--- src/sv/dttt_pkg.sv ---
`default_nettype none

package dttt_pkg;

    localparam int SLOTS       = 20;
    localparam int FRAME_MS    = 20;
    localparam int MAX_RESULTS = 60;
    localparam int MAX_FIRES   = MAX_RESULTS / 3;

    localparam int TRK_W  = 16;
    localparam int DLY_W  = 16;
    localparam int IDX_W  = (SLOTS > 1) ? $clog2(SLOTS) : 1;
    localparam int FIRE_W = $clog2(MAX_FIRES + 1);

    localparam logic ACT_SCHEDULE = 1'b0;
    localparam logic ACT_TICK     = 1'b1;

    localparam logic [0:0] CFG_PLAY_CODE = 1'b0;
    localparam logic [0:0] CFG_RAMP_MS   = 1'b1;

    localparam logic signed [7:0] GAIN_MUTE = -8'sd70;
    localparam logic signed [7:0] GAIN_FULL = 8'sd0;

    typedef enum logic [1:0] {
        KIND_GAIN,
        KIND_PLAY,
        KIND_FADE,
        KIND_STATUS
    } t_kind;

    typedef struct packed {
        logic              action;
        logic [TRK_W-1:0]  track;
        logic [DLY_W-1:0]  delay_ms;
    } t_in_item;

    typedef struct packed {
        t_kind             kind;
        logic [TRK_W-1:0]  track_out;
        logic signed [7:0] gain;
        logic [7:0]        code;
        logic [15:0]       fade_ms;
        logic              accepted;
        logic              last;
    } t_out_item;

    typedef enum logic [1:0] {
        TBL_NOP,
        TBL_STORE,
        TBL_FREE,
        TBL_DEC
    } t_tbl_op;

    typedef struct packed {
        t_tbl_op           op;
        logic [IDX_W-1:0]  idx;
        logic [DLY_W-1:0]  frames;
        logic [TRK_W-1:0]  track;
    } t_tbl_cmd;

    typedef struct packed {
        logic              busy;
        logic              zero;
        logic [TRK_W-1:0]  track;
    } t_tbl_rd;

endpackage

`default_nettype wire

--- src/sv/delayed_track_trigger_table.sv ---
// Table of pending delayed track starts with one item handled at a time; o_in_ready is high
// only while the sequencer is idle. A schedule beat turns delay_ms into a frame count
// (delay_ms / FRAME_MS by a reciprocal multiply, registered in dttt_div), then searches for
// the lowest free slot at one slot per cycle and returns one status beat, which waits while
// the output side stalls. A tick beat walks all SLOTS slots at one cycle per slot for slots
// that do not fire; a slot that fires holds the walk while its beats go into the output
// register, and output stalls hold it further. A tick with nothing due gives no beat. The
// output register lets a finished beat wait while the walk goes on to the next slot. The
// table is empty after reset, with no clearing pass. Configuration writes are taken at any
// time and must arrive only while the block is idle.
`default_nettype none

module delayed_track_trigger_table
    import dttt_pkg::*;
(
    input  wire logic        i_clk,
    input  wire logic        i_rst_n,
    input  wire logic        i_in_valid,
    output logic             o_in_ready,
    input  wire t_in_item    i_in_item,
    output logic             o_out_valid,
    input  wire logic        i_out_ready,
    output t_out_item        o_out_item,
    input  wire logic        i_cfg_valid,
    output logic             o_cfg_ready,
    input  wire logic [0:0]  i_cfg_index,
    input  wire logic [15:0] i_cfg_data
);

    typedef enum logic [2:0] {
        S_IDLE,
        S_DIV,
        S_FIND,
        S_STATUS,
        S_SCAN,
        S_EMIT,
        S_FLUSH
    } t_state;

    typedef enum logic [1:0] {
        BEAT_FADE_PREV,
        BEAT_GAIN,
        BEAT_PLAY
    } t_beat;

    localparam logic [IDX_W-1:0] LAST_IDX = IDX_W'(SLOTS - 1);

    t_state             r_state,      n_state;
    t_beat              r_beat,       n_beat;
    logic [IDX_W-1:0]   r_idx,        n_idx;
    logic [FIRE_W-1:0]  r_fires,      n_fires;
    logic               r_pend,       n_pend;
    logic [TRK_W-1:0]   r_pend_track, n_pend_track;
    logic [TRK_W-1:0]   r_cur_track,  n_cur_track;
    logic [TRK_W-1:0]   r_sched_track, n_sched_track;
    logic               r_acc,        n_acc;
    logic               r_out_valid,  n_out_valid;
    t_out_item          r_out,        n_out;

    logic [7:0]         r_play_code;
    logic [15:0]        r_ramp_ms;

    logic               out_free;
    logic               div_start;
    logic               div_done;
    logic [DLY_W-1:0]   div_quot;
    t_tbl_cmd           tbl_cmd;
    t_tbl_rd            tbl_rd;

    dttt_div u_div (
        .i_clk      (i_clk),
        .i_rst_n    (i_rst_n),
        .i_start    (div_start),
        .i_dividend (i_in_item.delay_ms),
        .o_done     (div_done),
        .o_quot     (div_quot)
    );

    dttt_table u_table (
        .i_clk   (i_clk),
        .i_rst_n (i_rst_n),
        .i_cmd   (tbl_cmd),
        .o_rd    (tbl_rd)
    );

    always_ff @(posedge i_clk) begin
        if (!i_rst_n) begin
            r_play_code <= '0;
            r_ramp_ms   <= '0;
        end else if (i_cfg_valid) begin
            unique case (i_cfg_index)
                CFG_PLAY_CODE: r_play_code <= i_cfg_data[7:0];
                CFG_RAMP_MS:   r_ramp_ms   <= i_cfg_data;
                default: begin
                end
            endcase
        end
    end

    assign out_free = !r_out_valid || i_out_ready;

    always_comb begin
        n_state       = r_state;
        n_beat        = r_beat;
        n_idx         = r_idx;
        n_fires       = r_fires;
        n_pend        = r_pend;
        n_pend_track  = r_pend_track;
        n_cur_track   = r_cur_track;
        n_sched_track = r_sched_track;
        n_acc         = r_acc;
        n_out_valid   = r_out_valid && !i_out_ready;
        n_out         = r_out;
        div_start     = 1'b0;
        tbl_cmd.op     = TBL_NOP;
        tbl_cmd.idx    = r_idx;
        tbl_cmd.frames = div_quot;
        tbl_cmd.track  = r_sched_track;

        unique case (r_state)
            S_IDLE: begin
                if (i_in_valid) begin
                    n_idx = '0;
                    if (i_in_item.action == ACT_TICK) begin
                        n_fires = '0;
                        n_pend  = 1'b0;
                        n_state = S_SCAN;
                    end else begin
                        div_start     = 1'b1;
                        n_sched_track = i_in_item.track;
                        n_state       = S_DIV;
                    end
                end
            end
            S_DIV: begin
                if (div_done) begin
                    n_state = S_FIND;
                end
            end
            S_FIND: begin
                if (!tbl_rd.busy) begin
                    tbl_cmd.op = TBL_STORE;
                    n_acc      = 1'b1;
                    n_state    = S_STATUS;
                end else if (r_idx == LAST_IDX) begin
                    n_acc   = 1'b0;
                    n_state = S_STATUS;
                end else begin
                    n_idx = r_idx + IDX_W'(1);
                end
            end
            S_STATUS: begin
                if (out_free) begin
                    n_out_valid       = 1'b1;
                    n_out.kind        = KIND_STATUS;
                    n_out.track_out   = r_sched_track;
                    n_out.gain        = GAIN_FULL;
                    n_out.code        = '0;
                    n_out.fade_ms     = '0;
                    n_out.accepted    = r_acc;
                    n_out.last        = 1'b1;
                    n_state           = S_IDLE;
                end
            end
            S_SCAN: begin
                if (tbl_rd.busy && tbl_rd.zero && (r_fires != FIRE_W'(MAX_FIRES))) begin
                    tbl_cmd.op  = TBL_FREE;
                    n_cur_track = tbl_rd.track;
                    n_fires     = r_fires + FIRE_W'(1);
                    n_beat      = r_pend ? BEAT_FADE_PREV : BEAT_GAIN;
                    n_state     = S_EMIT;
                end else begin
                    if (tbl_rd.busy && !tbl_rd.zero) begin
                        tbl_cmd.op = TBL_DEC;
                    end
                    if (r_idx == LAST_IDX) begin
                        n_state = S_FLUSH;
                    end else begin
                        n_idx = r_idx + IDX_W'(1);
                    end
                end
            end
            S_EMIT: begin
                if (out_free) begin
                    n_out_valid    = 1'b1;
                    n_out.gain     = GAIN_FULL;
                    n_out.code     = '0;
                    n_out.fade_ms  = '0;
                    n_out.accepted = 1'b0;
                    n_out.last     = 1'b0;
                    unique case (r_beat)
                        BEAT_FADE_PREV: begin
                            n_out.kind      = KIND_FADE;
                            n_out.track_out = r_pend_track;
                            n_out.fade_ms   = r_ramp_ms;
                            n_beat          = BEAT_GAIN;
                        end
                        BEAT_GAIN: begin
                            n_out.kind      = KIND_GAIN;
                            n_out.track_out = r_cur_track;
                            n_out.gain      = GAIN_MUTE;
                            n_beat          = BEAT_PLAY;
                        end
                        BEAT_PLAY: begin
                            n_out.kind      = KIND_PLAY;
                            n_out.track_out = r_cur_track;
                            n_out.code      = r_play_code;
                            n_pend          = 1'b1;
                            n_pend_track    = r_cur_track;
                            if (r_idx == LAST_IDX) begin
                                n_state = S_FLUSH;
                            end else begin
                                n_idx   = r_idx + IDX_W'(1);
                                n_state = S_SCAN;
                            end
                        end
                        default: begin
                            n_out_valid = r_out_valid && !i_out_ready;
                            n_beat      = BEAT_GAIN;
                        end
                    endcase
                end
            end
            S_FLUSH: begin
                if (!r_pend) begin
                    n_state = S_IDLE;
                end else if (out_free) begin
                    n_out_valid     = 1'b1;
                    n_out.kind      = KIND_FADE;
                    n_out.track_out = r_pend_track;
                    n_out.gain      = GAIN_FULL;
                    n_out.code      = '0;
                    n_out.fade_ms   = r_ramp_ms;
                    n_out.accepted  = 1'b0;
                    n_out.last      = 1'b1;
                    n_pend          = 1'b0;
                    n_state         = S_IDLE;
                end
            end
            default: n_state = S_IDLE;
        endcase
    end

    always_ff @(posedge i_clk) begin
        if (!i_rst_n) begin
            r_state     <= S_IDLE;
            r_pend      <= 1'b0;
            r_out_valid <= 1'b0;
            r_fires     <= '0;
            r_idx       <= '0;
            r_beat      <= BEAT_GAIN;
        end else begin
            r_state     <= n_state;
            r_pend      <= n_pend;
            r_out_valid <= n_out_valid;
            r_fires     <= n_fires;
            r_idx       <= n_idx;
            r_beat      <= n_beat;
        end
        r_pend_track  <= n_pend_track;
        r_cur_track   <= n_cur_track;
        r_sched_track <= n_sched_track;
        r_acc         <= n_acc;
        r_out         <= n_out;
    end

    assign o_in_ready  = (r_state == S_IDLE);
    assign o_out_valid = r_out_valid;
    assign o_out_item  = r_out;
    assign o_cfg_ready = 1'b1;

    a_idle_no_pend: assert property (@(posedge i_clk) disable iff (!i_rst_n)
        (r_state == S_IDLE) |-> !r_pend)
        else $error("pending fade left over in idle");

    a_fires_cap: assert property (@(posedge i_clk) disable iff (!i_rst_n)
        r_fires <= FIRE_W'(MAX_FIRES))
        else $error("fire count above result capacity");

    a_status_last: assert property (@(posedge i_clk) disable iff (!i_rst_n)
        (o_out_valid && (o_out_item.kind == KIND_STATUS)) |-> o_out_item.last)
        else $error("status beat without last");

    a_busy_after_accept: assert property (@(posedge i_clk) disable iff (!i_rst_n)
        (i_in_valid && o_in_ready) |=> !o_in_ready)
        else $error("input taken while an item is in progress");

endmodule

`default_nettype wire

--- src/sv/dttt_div.sv ---
`default_nettype none

module dttt_div
    import dttt_pkg::*;
(
    input  wire logic              i_clk,
    input  wire logic              i_rst_n,
    input  wire logic              i_start,
    input  wire logic [DLY_W-1:0]  i_dividend,
    output logic                   o_done,
    output logic [DLY_W-1:0]       o_quot
);

    localparam int DIV_SHIFT = DLY_W + $clog2(FRAME_MS);
    localparam int DIV_MULT  = ((1 << DIV_SHIFT) + FRAME_MS - 1) / FRAME_MS;
    localparam int MUL_W     = DLY_W + 1;
    localparam int PROD_W    = DLY_W + MUL_W;

    localparam logic [MUL_W-1:0] RECIP = MUL_W'(DIV_MULT);

    logic              r_done;
    logic [DLY_W-1:0]  r_q;
    logic [PROD_W-1:0] prod;

    always_comb begin
        prod = {{MUL_W{1'b0}}, i_dividend} * {{DLY_W{1'b0}}, RECIP};
    end

    always_ff @(posedge i_clk) begin
        if (!i_rst_n) begin
            r_done <= 1'b0;
        end else begin
            r_done <= i_start;
            if (i_start) begin
                r_q <= DLY_W'(prod >> DIV_SHIFT);
            end
        end
    end

    assign o_done = r_done;
    assign o_quot = r_q;

endmodule

`default_nettype wire

--- src/sv/dttt_table.sv ---
`default_nettype none

module dttt_table
    import dttt_pkg::*;
(
    input  wire logic      i_clk,
    input  wire logic      i_rst_n,
    input  wire t_tbl_cmd  i_cmd,
    output t_tbl_rd        o_rd
);

    logic [SLOTS-1:0]  r_busy;
    logic [DLY_W-1:0]  r_frames [SLOTS];
    logic [TRK_W-1:0]  r_track  [SLOTS];

    always_comb begin
        o_rd.busy  = r_busy[i_cmd.idx];
        o_rd.zero  = (r_frames[i_cmd.idx] == '0);
        o_rd.track = r_track[i_cmd.idx];
    end

    always_ff @(posedge i_clk) begin
        if (!i_rst_n) begin
            r_busy <= '0;
        end else begin
            unique case (i_cmd.op) inside
                TBL_STORE:        r_busy[i_cmd.idx] <= 1'b1;
                TBL_FREE:         r_busy[i_cmd.idx] <= 1'b0;
                TBL_NOP, TBL_DEC: begin
                end
            endcase
        end
    end

    always_ff @(posedge i_clk) begin
        unique case (i_cmd.op) inside
            TBL_STORE: begin
                r_frames[i_cmd.idx] <= i_cmd.frames;
                r_track[i_cmd.idx]  <= i_cmd.track;
            end
            TBL_DEC:   r_frames[i_cmd.idx] <= r_frames[i_cmd.idx] - DLY_W'(1);
            TBL_NOP, TBL_FREE: begin
            end
        endcase
    end

endmodule

`default_nettype wire

--- config.mk ---
export PLATFORM = sky130hd
export DESIGN_NAME = delayed_track_trigger_table
export DESIGN_NICKNAME = d
export VERILOG_FILES = /design/src/sv/dttt_pkg.sv /design/src/sv/delayed_track_trigger_table.sv /design/src/sv/dttt_div.sv /design/src/sv/dttt_table.sv
export SDC_FILE = /design/constraint.sdc
export NUM_CORES = 1
export LEC_CHECK = 0
export ABC_AREA = 0
export ABC_CLOCK_PERIOD_IN_PS = 15600
export BUFFER_PORTS_ARGS = -buffer_cell sky130_fd_sc_hd__buf_2
export CAP_MARGIN = 30
export CORE_MARGIN = 5
export CORE_UTILIZATION = 30
export CTS_BUF_LIST = sky130_fd_sc_hd__clkbuf_16
export CTS_CLUSTER_DIAMETER = 150
export DETAILED_ROUTE_END_ITERATION = 10
export GPL_TIMING_DRIVEN = 0
export PLACE_DENSITY = 0.55
export REMOVE_ABC_BUFFERS = 1
export SYNTH_ARGS = -nofsm -noshare
export SYNTH_HDL_FRONTEND = slang
export SYNTH_SLANG_ARGS = --single-unit
--- constraint.sdc ---
create_clock -name i_clk -period 15.6 [get_ports i_clk]
set_input_delay 0.78 -clock i_clk [delete_from_list [all_inputs] [get_ports i_clk]]
set_output_delay 0.78 -clock i_clk [all_outputs]
set_load 0.1 [all_outputs]
; Word-level counts from Yosys, hierarchy flattened
; Memory sizes are Yosys's and may differ from the RTL's. A register that Yosys moved wholly into a read port is not among the register bits.
; Index checks and enable logic that the tools add are counted.
[totals]
regBits = 159
ramBits = 640
input_bits = 55
out_inout_bits = 55
mem_count = 2
[op_classes]
addsub = 3
mul = 1
n_lt_le_gt_ge = 2
eq_ne = 29
muxes = 70
n_bitwise = 6
n_reduce_logical = 33
[memory_table]
columns = memory, words, width, rd, rd_clocked_by_memory_dff, wr, line_no
row1 = u_table.r_frames, 20, 16, 1, 1, 1, dttt_table.sv:13  ; logic [DLY_W-1:0] r_frames [SLOTS];
row2 = u_table.r_track, 20, 16, 1, 1, 1, dttt_table.sv:14  ; logic [TRK_W-1:0] r_track [SLOTS];
[ops]
columns = operator, count
row1 = 2-to-1 mux 52 bit, 4
row2 = one-hot mux 52 bit (3 select lines), 1
row3 = 2-to-1 mux 5 bit, 11
row4 = one-hot mux 18 bit (3 select lines), 1
row5 = one-hot mux 20 bit (2 select lines), 1
row6 = 2-to-1 mux 3 bit, 11
row7 = multiplier 16 x 16 -> 32 bit (second input constant), 1
row8 = 2-to-1 mux 16 bit, 2
row9 = 2-to-1 mux 1 bit, 22
row10 = one-hot mux 3 bit (7 select lines), 1
row11 = AND 20 bit, 1
row12 = != test 2 bit (second input constant), 10
row13 = inverter 20 bit, 1
row14 = OR 20 bit, 1
row15 = one-hot mux 5 bit (4 select lines), 1
row16 = AND reduction 6 bit, 3
row17 = logical NOT 16 bit, 1
row18 = 2-to-1 mux 8 bit, 2
row19 = subtractor 16 x 1 -> 16 bit (second input constant), 1
row20 = one-hot mux 2 bit (2 select lines), 3
row21 = adder 5 x 1 -> 5 bit (second input constant), 2
row22 = 2-to-1 mux 2 bit, 5
row23 = one-hot mux 5 bit (2 select lines), 1
row24 = AND reduction 2 bit, 5
row25 = other kinds (29), 52

; Logic depth before layout (Yosys ltp)
; Gate-level depths: netlist of run 1.
[depth]
depth_word = 10
depth_mapped = 22
mapped_depth_nobuf = 22

; Hierarchy
; Synthesis of run 1 repeated with hierarchy kept, for this count alone.
[unflattened]
cells_unflattened = 2343
area_unflattened_um2 = 36806.6
[modules_own_cells]
columns = mod, n_inst, cells_each, area_per_inst_um2, seq_area_each_um2
row1 = dttt_table, 1, 1377, 26251.4, 19618.8
row2 = delayed_track_trigger_table, 1, 439, 5427.7, 3643.5
row3 = dttt_div, 1, 527, 5127.4, 380.4

; Worst setup path after synthesis of run 1
; No wires, ideal clock.
[synth_timing]
path_type = in2reg
start = input i_in_item[12] (netlist name)
end = register u_div.r_q[5], in the netlist u_div.o_quot[5], data pin
arrival_time_ns = 5.311
required_ns = 15.334
setup_slack_ns = 10.023
cell_stages = 20
n_path_buf = 0
cell_sequence = ha_1 ha_1 inv_1 fa_1 inv_1 fa_1 fa_1 inv_1 fa_1 inv_1 ha_1 nor3_1 o21ai_0 a21oi_1 o2bb2ai_1 a211oi_1 a211o_1 a41o_1 o41ai_1 xnor2_1
[synth_between]
elab_chain_len = 1
[synth_lines]
columns = element, line_no
row1 = "start, declared", delayed_track_trigger_table.sv:20  ; input wire t_in_item i_in_item,
row2 = multiplier 16 x 16 -> 32 bit, dttt_div.sv:26  ; prod = {{MUL_W{1'b0}}, i_dividend} * {{DLY_W{1'b0}}, RECIP};
row3 = named net u_div.prod[26], dttt_div.sv:23  ; logic [PROD_W-1:0] prod;
row4 = "end signal, assigned", dttt_div.sv:35  ; r_q <= DLY_W'(prod >> DIV_SHIFT);
row5 = "end, declared", dttt_div.sv:22  ; logic [DLY_W-1:0] r_q;
; The timed path passes the listed nets, and every way through them passes these cells.
; A chain may end at the register's enable or synchronous reset.

; Worst setup path in the final report of run 1
[layout_timing]
start = input i_in_item[4] (netlist name)
end = register u_div.r_q[5], in the netlist u_div.o_quot[5], data pin
; The elaborated chain is that of the path after synthesis.

==> results.toml, run 1 <==
[worst_setup_path]
worst-path-max-fanout = 6
crit_path_max_incr_delay_ns = 0.53
setup.worst_path.end_class = "flop"
cp_cell_sequence = "buf_2 > ha_1 > ha_1 > inv_1 > fa_1 > inv_1 > fa_1 > fa_1 > inv_1 > fa_1 > inv_1 > ha_1 > nor3_1 > o21ai_0 > a21oi_1 > o2bb2ai_1 > a211oi_1 > a211o_1 > a41o_1 > o41ai_1 > xnor2_1"
cp-start-kind = "primary input"
critPathRequiredTime_ns = 15.97
critPathArrivalTime_ns = 6.48
setup.reg_to_reg.worst_slack_ns = 9.65
worstSetupPathType = "in -> reg"
reg2regPathDepth = 15
timing.critical_path.slowest_stage_cell = "a21oi_1"
worst_r2r_dst = "u_table.r_frames[4][13]"

[layout]
fin_cells = 4023
fillers = 11300
post_route_cells_drive_above_1_share_pct = 24.1
antenna_cells = 0
final_design_area_no_fill_sq_um = 42600
layout.nets = 2622
utilization_after_layout_pct = 35.5
area_growth_syn_to_layout_pct = 17.3

[floorplan]
row_count = 127
floorplan.initialDensity_pct = 30.2
vertical_die_dimension_microns = 358
fp.dieArea_sq_um = 128000
ios = 110
core-area_sq_um = 120000
floorplan.die.width_microns = 358

[cts]
cts-buffers-inserted = 83
numClockSinks = 813
master_cell_of_the_clock_root_buffer = "clkbuf_16"
post_cts_resized = 0
ctsHoldBuffers = 0
max-clock-path-buffers = 3
ctsHtreeMaxLevel = 3
tritoncts = "done"
clock_latency_ns = 0.66
setup_repair_bufs_after_cts = 0
worst_path_clk_slew_ns = 0.06

[logic_synthesis]
synth_enable_flop_cells = 746
ys_async_sr_fraction_pct = 0
ys_warn_count = 0
postSynthRegisterBits = 813
seq_area_frac_synth_pct = 65.4
postSynthAreaPerCell_sq_um = 16.7
syn-instance-count = 2169
top_cell_type_s_share_of_synthesized_area_pct = 61.7
synth-main-ff-cell = "edfxtp_1"
yosysTopAreaCell = "edfxtp_1"
yosys-top-cells-count = "edfxtp_1 (746), inv_1 (179), mux4_2 (168)"
post_syn_area_sq_um = 36300
post_synth_num_cell_types = 73
yosysMostFrequentCell = "edfxtp_1"
post_synth_main_area_contributors = "edfxtp_1 (62%), mux4_2 (10%), ha_1 (5.0%)"

[sta]
fin_crit_sh_pct = 39.2
max_clock_freq_mhz = 164
fin_hold_ws_ns = 0.292
maxSlewHeadroom_pct = 35.3
finalMaxSlewViolations = 0
post-route-min-period_ns = 6.12
rsz0062_at_grt = "false"
minimum_setup_slack_in_the_final_design_ns = 9.48
final-hold-violation-count = 0
finClkSkew_ns = 0.0445
setup_total_negative_slack_ns = 0
setup_viol_count_final = 0
worst_slew_pin_slew_ns = 0.970

[place]
globalplace.congestion = 0.808
port_buffers = 105
pre_cts_setup_slack_ns = 8.94
dp.final_hpwl_mm = 59.6
cells_after_dpl = 3868
dpl_cell_area_sq_um = 39900

[power]
pwr-share-seq_pct = 42.0
power.share.switching_pct = 31.3
vdd_drop_max_v = 0.000103
power.density_cell_area_nw_per_um2 = 148
clock_power_share_pct = 30.6
static-leakage-power_nw = 14.4
switchingPower_mw = 1.98
power_mw = 6.32
p_int_mw = 4.34
portion_of_total_power_attributed_to_combinational_logic_pct = 27.3

[worst_hold_path]
timing.hold.worst.start = "i_in_item[27]"
holdPathStages = 1
worstHoldEndpoint = "r_sched_track[11]"
worst_min_delay_path_class = "in -> reg"

[global_routing]
grt_pass1_vias = 20500
grt_antenna_before_repair = 2
grt_max_degree = 54
gr-usage-all-layers_pct = 13.3
grt_first_pass_wirelength_mm = 129
grt_remaining_overflow = 0

[routing]
firstDrtPassIters = 7
drt-vias-per-instance = 4.81
vias = 19400
detail_route.wl_per_cell_microns = 21.4
detail-route-antenna-nets = 0
initialDrtViolationCount = 1617
route.detailed.drc = 0
wl_mm = 85.9

[run]
cap_violations = 0

[outcome]
run_status = "finished, final reports clean"
-- state kept, by name, indices dropped and copies added, names as in the netlist, named ones only --
register / cells
o_out_item: 45
o_out_valid: 1
r_acc: 1
r_beat: 2
r_cur_track: 16
r_fires: 5
r_idx: 5
r_pend: 1
r_pend_track: 16
r_play_code: 8
r_ramp_ms: 16
r_sched_track: 16
r_state: 3
u_div.o_done: 1
u_div.o_quot: 12
u_table.r_frames: 320
u_table.r_track: 320
-- worst max-delay path: cells and delay by family --
kind	cells	cell delay [ns]
buffers and inverters	5	0.35
AND/OR/NAND/NOR	1	0.18
AO/OA/AOI/OAI	7	2.15
XOR/XNOR	1	0.11
adder cells (fa/ha/maj)	7	2.88
-- routing by layer --
| layer | vias to the layer above | global-route usage (%) | routed length [microns] |
|---|---|---|---|
| met5 | - | 0 | 13 |
| met4 | 2 | 3.20 | 1560 |
| met1 | 10100 | 17.6 | 36500 |
| met2 | 530 | 22.7 | 42800 |
| li1 | 8658 | - | - |
| met3 | 107 | 2.76 | 5100 |
-- power by group through the flow --
stage	clock network (mW)	registers, mW	logic, mW
after floorplan	0	2.86	1.11
after global placement	0	2.77	1.64
after detailed placement	0	2.71	1.73
after CTS	1.98	2.66	1.74
after global routing	2.08	2.67	1.92
final	1.94	2.66	1.73
-- kinds of logic (layout without fill, tap and decap cells) --
logic type | after synthesis | count (layout) | synth area share (%)
flip-flops | 813 | 813 | 65.4
AND/OR/NAND/NOR | 367 | 367 | 4.74
buffers and inverters | 285 | 525 | 3.16
multiplexers | 225 | 225 | 12.2
adder cells (fa/ha/maj) | 224 | 224 | 9.36
AO/OA/AOI/OAI | 220 | 220 | 4.33
XOR/XNOR | 33 | 33 | 0.796
other | 2 | 4 | 0.0207
-- layout by cell type (no fill, tap or decap), types with 8 or more instances in the layout --
cell         n
nand2b_1    20
edfxtp_1   746
xnor2_1     13
nor2_2      19
a211oi_1    27
buf_8       27
inv_1      195
clkinv_1    18
fa_1        79
buf_6       29
nor3_1      16
ha_1       145
a21oi_1     44
o21ai_0     22
o211ai_1     9
clkinv_2    15
buf_2      105
mux4_2     168
nor3_2      20
nand3_1     10
mux2_2      33
a32oi_1     10
a22oi_1     25
nor2_1      93
mux2i_1     22
clkbuf_16   84
a222oi_1    16
and2_1      34
nor2b_1      8
a21o_1      13
dfxtp_1     60
o22ai_1      9
buf_16      15
buf_4       11
xor2_1      20
nand2_1    106
-- worst max-delay path by stage --
stage	from	endpoint	slack, ns	cells past startpoint
after floorplan	r_idx[0]	u_table.r_frames[0][1]	8.38	11
after global placement	r_idx[0]	r_cur_track[9]	4.28	5
after CTS	flop	u_table.r_frames[3][14]	9.42	14
final	i_in_item[4]	u_div.o_quot[5]	9.48	21
after detailed placement	i_in_item[4]	u_div.o_quot[5]	8.94	21
after global routing	i_in_item[4]	u_div.o_quot[5]	9.18	21
-- area by class of cell --
class,count,area [sq um],area share [%]
clock buffer,84,2100,4.94
clock inverter,69,592,1.39
inverter,182,683,1.60
multi-input combinational,1073,11600,27.3
sequential,813,23800,55.8
tap,1612,2020,4.74
timing repair buffer,190,1810,4.26
Power figures use the tool's default switching activity.
==> run 2, diff against run 1 <==
- ABC_CLOCK_PERIOD_IN_PS: 15600 -> 6040
- clock period: 15.6 -> 6.04 ns (I/O delays scaled with it)
==> run 2 against run 1 <==
  * Sequential share of layout area decreased by 0.46 points
  * Clock power increased to 2.6 times the previous value
  * Die area unchanged
  * Global-route usage about the same
  * Clock skew decreased by 0.0025 ns
  * Final cell count increased by 0.82%
  * Hold slack got worse by 0.23 ns
  * Clock-buffer cell count unchanged
  * Worst setup slack got worse by 9.1 ns
  * Sequential power increased to 2.6 times the previous value
  * First-iteration DRC count decreased by 1.8%
  * Wire length increased by 0.46%
  * Critical path type unchanged
  * Largest cell class unchanged
  * Largest power group unchanged
==> results.toml, run 2 (same netlist as run 1, synthesis figures left out) <==
[cts]
numClockSinks = 813
tritoncts = "done"
cts-buffers-inserted = 83
worst_path_clk_slew_ns = 0.06
master_cell_of_the_clock_root_buffer = "clkbuf_16"
max-clock-path-buffers = 3
ctsHtreeMaxLevel = 3
clock_latency_ns = 0.66

[routing]
wl_mm = 86.3
drt-vias-per-instance = 4.82
detail_route.wl_per_cell_microns = 21.3
route.detailed.drc = 0
initialDrtViolationCount = 1588
vias = 19600
detail-route-antenna-nets = 0
firstDrtPassIters = 6

[floorplan]
ios = 110
core-area_sq_um = 120000
floorplan.initialDensity_pct = 30.2
vertical_die_dimension_microns = 358
row_count = 127
fp.dieArea_sq_um = 128000
floorplan.die.width_microns = 358

[place]
port_buffers = 105
globalplace.congestion = 0.808
dp.final_hpwl_mm = 59.6
dpl_cell_area_sq_um = 39900

[sta]
final-hold-violation-count = 0
post-route-min-period_ns = 5.65
max_clock_freq_mhz = 177
setup_total_negative_slack_ns = 0
fin_crit_sh_pct = 93.5
finalMaxSlewViolations = 0
worst_slew_pin_slew_ns = 0.944
rsz0062_at_grt = "false"
maxSlewHeadroom_pct = 37.0
setup_viol_count_final = 0
finClkSkew_ns = 0.0420

[run]
cap_violations = 0

[global_routing]
grt_pass1_vias = 20600
grt_first_pass_wirelength_mm = 130
gr-usage-all-layers_pct = 13.4
grt_antenna_before_repair = 1
grt_max_degree = 54
grt_remaining_overflow = 0

[worst_setup_path]
setup.reg_to_reg.worst_slack_ns = 0.44
setup.worst_path.end_class = "flop"
critPathArrivalTime_ns = 6.02
worst-path-max-fanout = 6
worstSetupPathType = "in -> reg"
critPathRequiredTime_ns = 6.41
cp-start-kind = "primary input"
reg2regPathDepth = 12
worst_r2r_dst = "u_table.r_track[12][4]"

[layout]
layout_commonest_cell = "edfxtp_1"
mostFrequentLayoutCells = "edfxtp_1 (746), inv_1 (195), mux4_2 (168)"
utilization_after_layout_pct = 35.7
post_route_cells_drive_above_1_share_pct = 23.8
final_design_area_no_fill_sq_um = 42900
layout.nets = 2655
antenna_cells = 0
area_growth_syn_to_layout_pct = 18.3

[power]
static-leakage-power_nw = 14.5
vdd_drop_max_v = 0.000268
power.density_cell_area_nw_per_um2 = 381
power_mw = 16.4

[worst_hold_path]
holdPathStages = 3
worst_min_delay_path_class = "in -> reg"
timing.hold.worst.start = "i_out_ready"
worstHoldEndpoint = "o_out_valid"

[outcome]
run_status = "finished, final reports clean"
[run 2: worst max path at each step]
stage | from | endpoint | slack (ns)
6_report | i_in_item[4] | u_div.o_quot[5] | 0.39
5_1_grt | flop | u_table.r_frames[4][13] | 0.01
4_1_cts | flop | u_table.r_frames[4][13] | 0.09
3_3_place_gp | r_idx[0] | r_cur_track[9] | -5.28
3_5_place_dp | i_in_item[4] | u_div.o_quot[5] | -0.14
2_1_floorplan | r_idx[0] | u_table.r_frames[0][1] | -1.18
[run 2: critical path, stage by stage]
cell and delay [ns]:
buf_2 0.15, ha_1 0.45, ha_1 0.33, inv_1 0.04, fa_1 0.48, inv_1 0.05
fa_1 0.45, fa_1 0.49, inv_1 0.06, fa_1 0.50, inv_1 0.06, ha_1 0.19
nor3_1 0.18, o21ai_0 0.10, a21oi_1 0.53, o2bb2ai_1 0.39, a211oi_1 0.14, a211o_1 0.36
a41o_1 0.30, o41ai_1 0.33, xnor2_1 0.11
[run 2: layout make-up]
type                            count  area (sq um)
Clock buffer                       84          2100
Clock inverter                     69           592
Fill cell                       11300         77200
Inverter                          182           683
Multi-Input combinational cell   1073         11600
Sequential cell                   813         23800
Tap cell                         1612          2020
Timing Repair Buffer              223          2160
[run 2: power by group]
group	switching [mW]	internal (mW)	leakage [nW]	total, mW
registers	0.232	6.62	7.12	6.85
logic	2.68	1.83	6.00	4.51
clock network	2.22	2.79	1.37	5.00
total	5.13	11.2	14.5	16.4
[run 2: metal layers]
| metal | up-vias | track usage, % | part of all wire [%] |
|---|---|---|---|
| met5 | - | 0 | 0 |
| met4 | 0 | 3.22 | 1.9 |
| met3 | 118 | 2.69 | 6.2 |
| met2 | 561 | 22.8 | 50 |
| met1 | 10200 | 17.6 | 42 |
| li1 | 8726 | - | - |
[run 2: stage by stage]
step / std cells / hold WS [ns] / setup WS, ns
finish: 4056 / 0.0630 / 0.392
global route: 4056 / 0.0331 / 0.00978
floorplan: 2068 / 0.381 / -1.18
detailed placement: 3868 / 0.443 / -0.145
CTS: 4055 / 0.0252 / 0.0914
global placement: 3785 / 0.441 / -5.28
[run 2: what timing repair did]
action	CTS	global route
gates cloned	0	0
hold buffers	34	0
endpoints found under the hold margin	41	0
buffers inserted	0	1
gates resized for setup	2	1
endpoints found under the setup margin	40	124
==> run 3, diff against run 2 <==
==> constraint.sdc (replaced) <==
create_clock -name i_clk -period 6.04 [get_ports i_clk]
set_input_delay 1.208 -clock i_clk [delete_from_list [all_inputs] [get_ports i_clk]]
set_output_delay 1.208 -clock i_clk [all_outputs]
set_load 0.1 [all_outputs]
==> run 3 against run 2 <==
  * Die area unchanged
  * First-iteration DRC count down 5.2%
  * Fmax down 4.3%
  * Critical path type unchanged
==> results.toml, run 3 (same netlist as run 1, synthesis figures left out) <==
[place]
port_buffers = 105
globalplace.congestion = 0.808
pre_cts_setup_slack_ns = -1.05
cells_after_dpl = 3868
dp.final_hpwl_mm = 59.6
dpl_cell_area_sq_um = 39900

[layout]
post_route_cells_drive_above_1_share_pct = 25.0
final_design_area_no_fill_sq_um = 42800
layout.nets = 2626
utilization_after_layout_pct = 35.6
mostFrequentLayoutCells = "edfxtp_1 (746), inv_1 (193), mux4_2 (168)"
area_growth_syn_to_layout_pct = 17.8
layout_commonest_cell = "edfxtp_1"
antenna_cells = 0
fin_cells = 4027

[routing]
route.detailed.drc = 0
initialDrtViolationCount = 1505
wl_mm = 86.2
vias = 19400
drt-vias-per-instance = 4.81
detail_route.wl_per_cell_microns = 21.4
firstDrtPassIters = 5
detail-route-antenna-nets = 0

[worst_setup_path]
endpoint = "u_div.o_quot[11]"
worst-path-max-fanout = 6
setup.worst_path.end_class = "flop"
reg2regPathDepth = 12
worst_r2r_dst = "u_table.r_track[12][4]"
cp-start-kind = "primary input"
critPathRequiredTime_ns = 6.40
critPathArrivalTime_ns = 6.27
worstSetupPathType = "in -> reg"
critical_path.startpoint = "i_in_item[4]"
setup.reg_to_reg.worst_slack_ns = 0.41

[sta]
setup_total_negative_slack_ns = 0
finalMaxSlewViolations = 0
post-route-min-period_ns = 5.90
final-hold-violation-count = 0
worst_slew_pin_slew_ns = 0.966
minimum_setup_slack_in_the_final_design_ns = 0.138
maxSlewHeadroom_pct = 35.6
setup_viol_count_final = 0
fin_hold_ws_ns = 0.450
max_clock_freq_mhz = 169
finClkSkew_ns = 0.0443
fin_crit_sh_pct = 97.7

[global_routing]
grt_pass1_vias = 20500
grt_max_degree = 54
gr-usage-all-layers_pct = 13.3
grt_first_pass_wirelength_mm = 130
grt_remaining_overflow = 0
grt_antenna_before_repair = 2

[floorplan]
floorplan.initialDensity_pct = 30.2
row_count = 127
core-area_sq_um = 120000
vertical_die_dimension_microns = 358
fp.dieArea_sq_um = 128000
ios = 110
floorplan.die.width_microns = 358

[worst_hold_path]
worst_min_delay_path_class = "reg -> reg"

[cts]
cts-buffers-inserted = 83
ctsHtreeMaxLevel = 3
tritoncts = "done"
max-clock-path-buffers = 3
master_cell_of_the_clock_root_buffer = "clkbuf_16"
ctsHoldBuffers = 0
worst_path_clk_slew_ns = 0.06
numClockSinks = 813
clock_latency_ns = 0.66

[power]
vdd_drop_max_v = 0.000267
static-leakage-power_nw = 14.4
power_mw = 16.5
power.density_cell_area_nw_per_um2 = 386

[run]
cap_violations = 0

[outcome]
run_status = "finished, final reports clean"
run 3: routing by layer:
metal  vias to the layer above  share of wire, %  GRT usage [%]
met5                         -             0.015              0
met1                     10000                42           17.6
li1                       8683                 -              -
met3                       108               6.5           2.70
met2                       559                50           22.7
met4                         2               1.8           3.20
run 3: area by class of cell:
cell class	count	area, sq um
fill	11300	77400
sequential	813	23800
multi-input combinational	1073	11700
clock buffer	84	2100
tap	1612	2020
timing repair buffer	194	1860
inverter	182	683
clock inverter	69	592
run 3: worst max-delay path, stage by stage:
cell and delay [ns]:
buf_2 0.16, ha_2 0.35, inv_1 0.05, fa_1 0.52, inv_1 0.06, fa_1 0.52, fa_1 0.43, fa_1 0.49
inv_1 0.05, fa_1 0.48, inv_1 0.05, ha_1 0.32, nand4_1 0.12, a21oi_2 0.18, a221oi_2 0.09, o21ai_1 0.20
nand3b_1 0.22, a311oi_2 0.39, o21a_1 0.20, nor2_1 0.05, xnor2_1 0.12
run 3: what timing repair did:
item	CTS	global route
hold endpoints to repair	0	0
pin swaps	0	7
buffers inserted	0	6
gates cloned	0	0
gates resized for setup	7	16
endpoints found under the setup margin	45	132
run 3: how the worst min path moves through the flow:
stage	start	to	slack (ns)	cells past startpoint
after floorplan	r_cur_track[15]	r_pend_track[15]	0.43	0
after global routing	r_cur_track[4]	r_pend_track[4]	0.46	0
after CTS	r_cur_track[4]	r_pend_track[4]	0.45	0
final	r_cur_track[4]	r_pend_track[4]	0.45	0
after detailed placement	r_cur_track[9]	r_pend_track[9]	0.44	0
after global placement	r_ramp_ms[8]	r_ramp_ms[8]	0.44	2
run 3: power by group:
part / switching [mW] / total [mW] / internal (mW)
combinational: 2.76 / 4.67 / 1.91
clock: 2.21 / 5.00 / 2.79
sequential: 0.231 / 6.85 / 6.62
total: 5.20 / 16.5 / 11.3
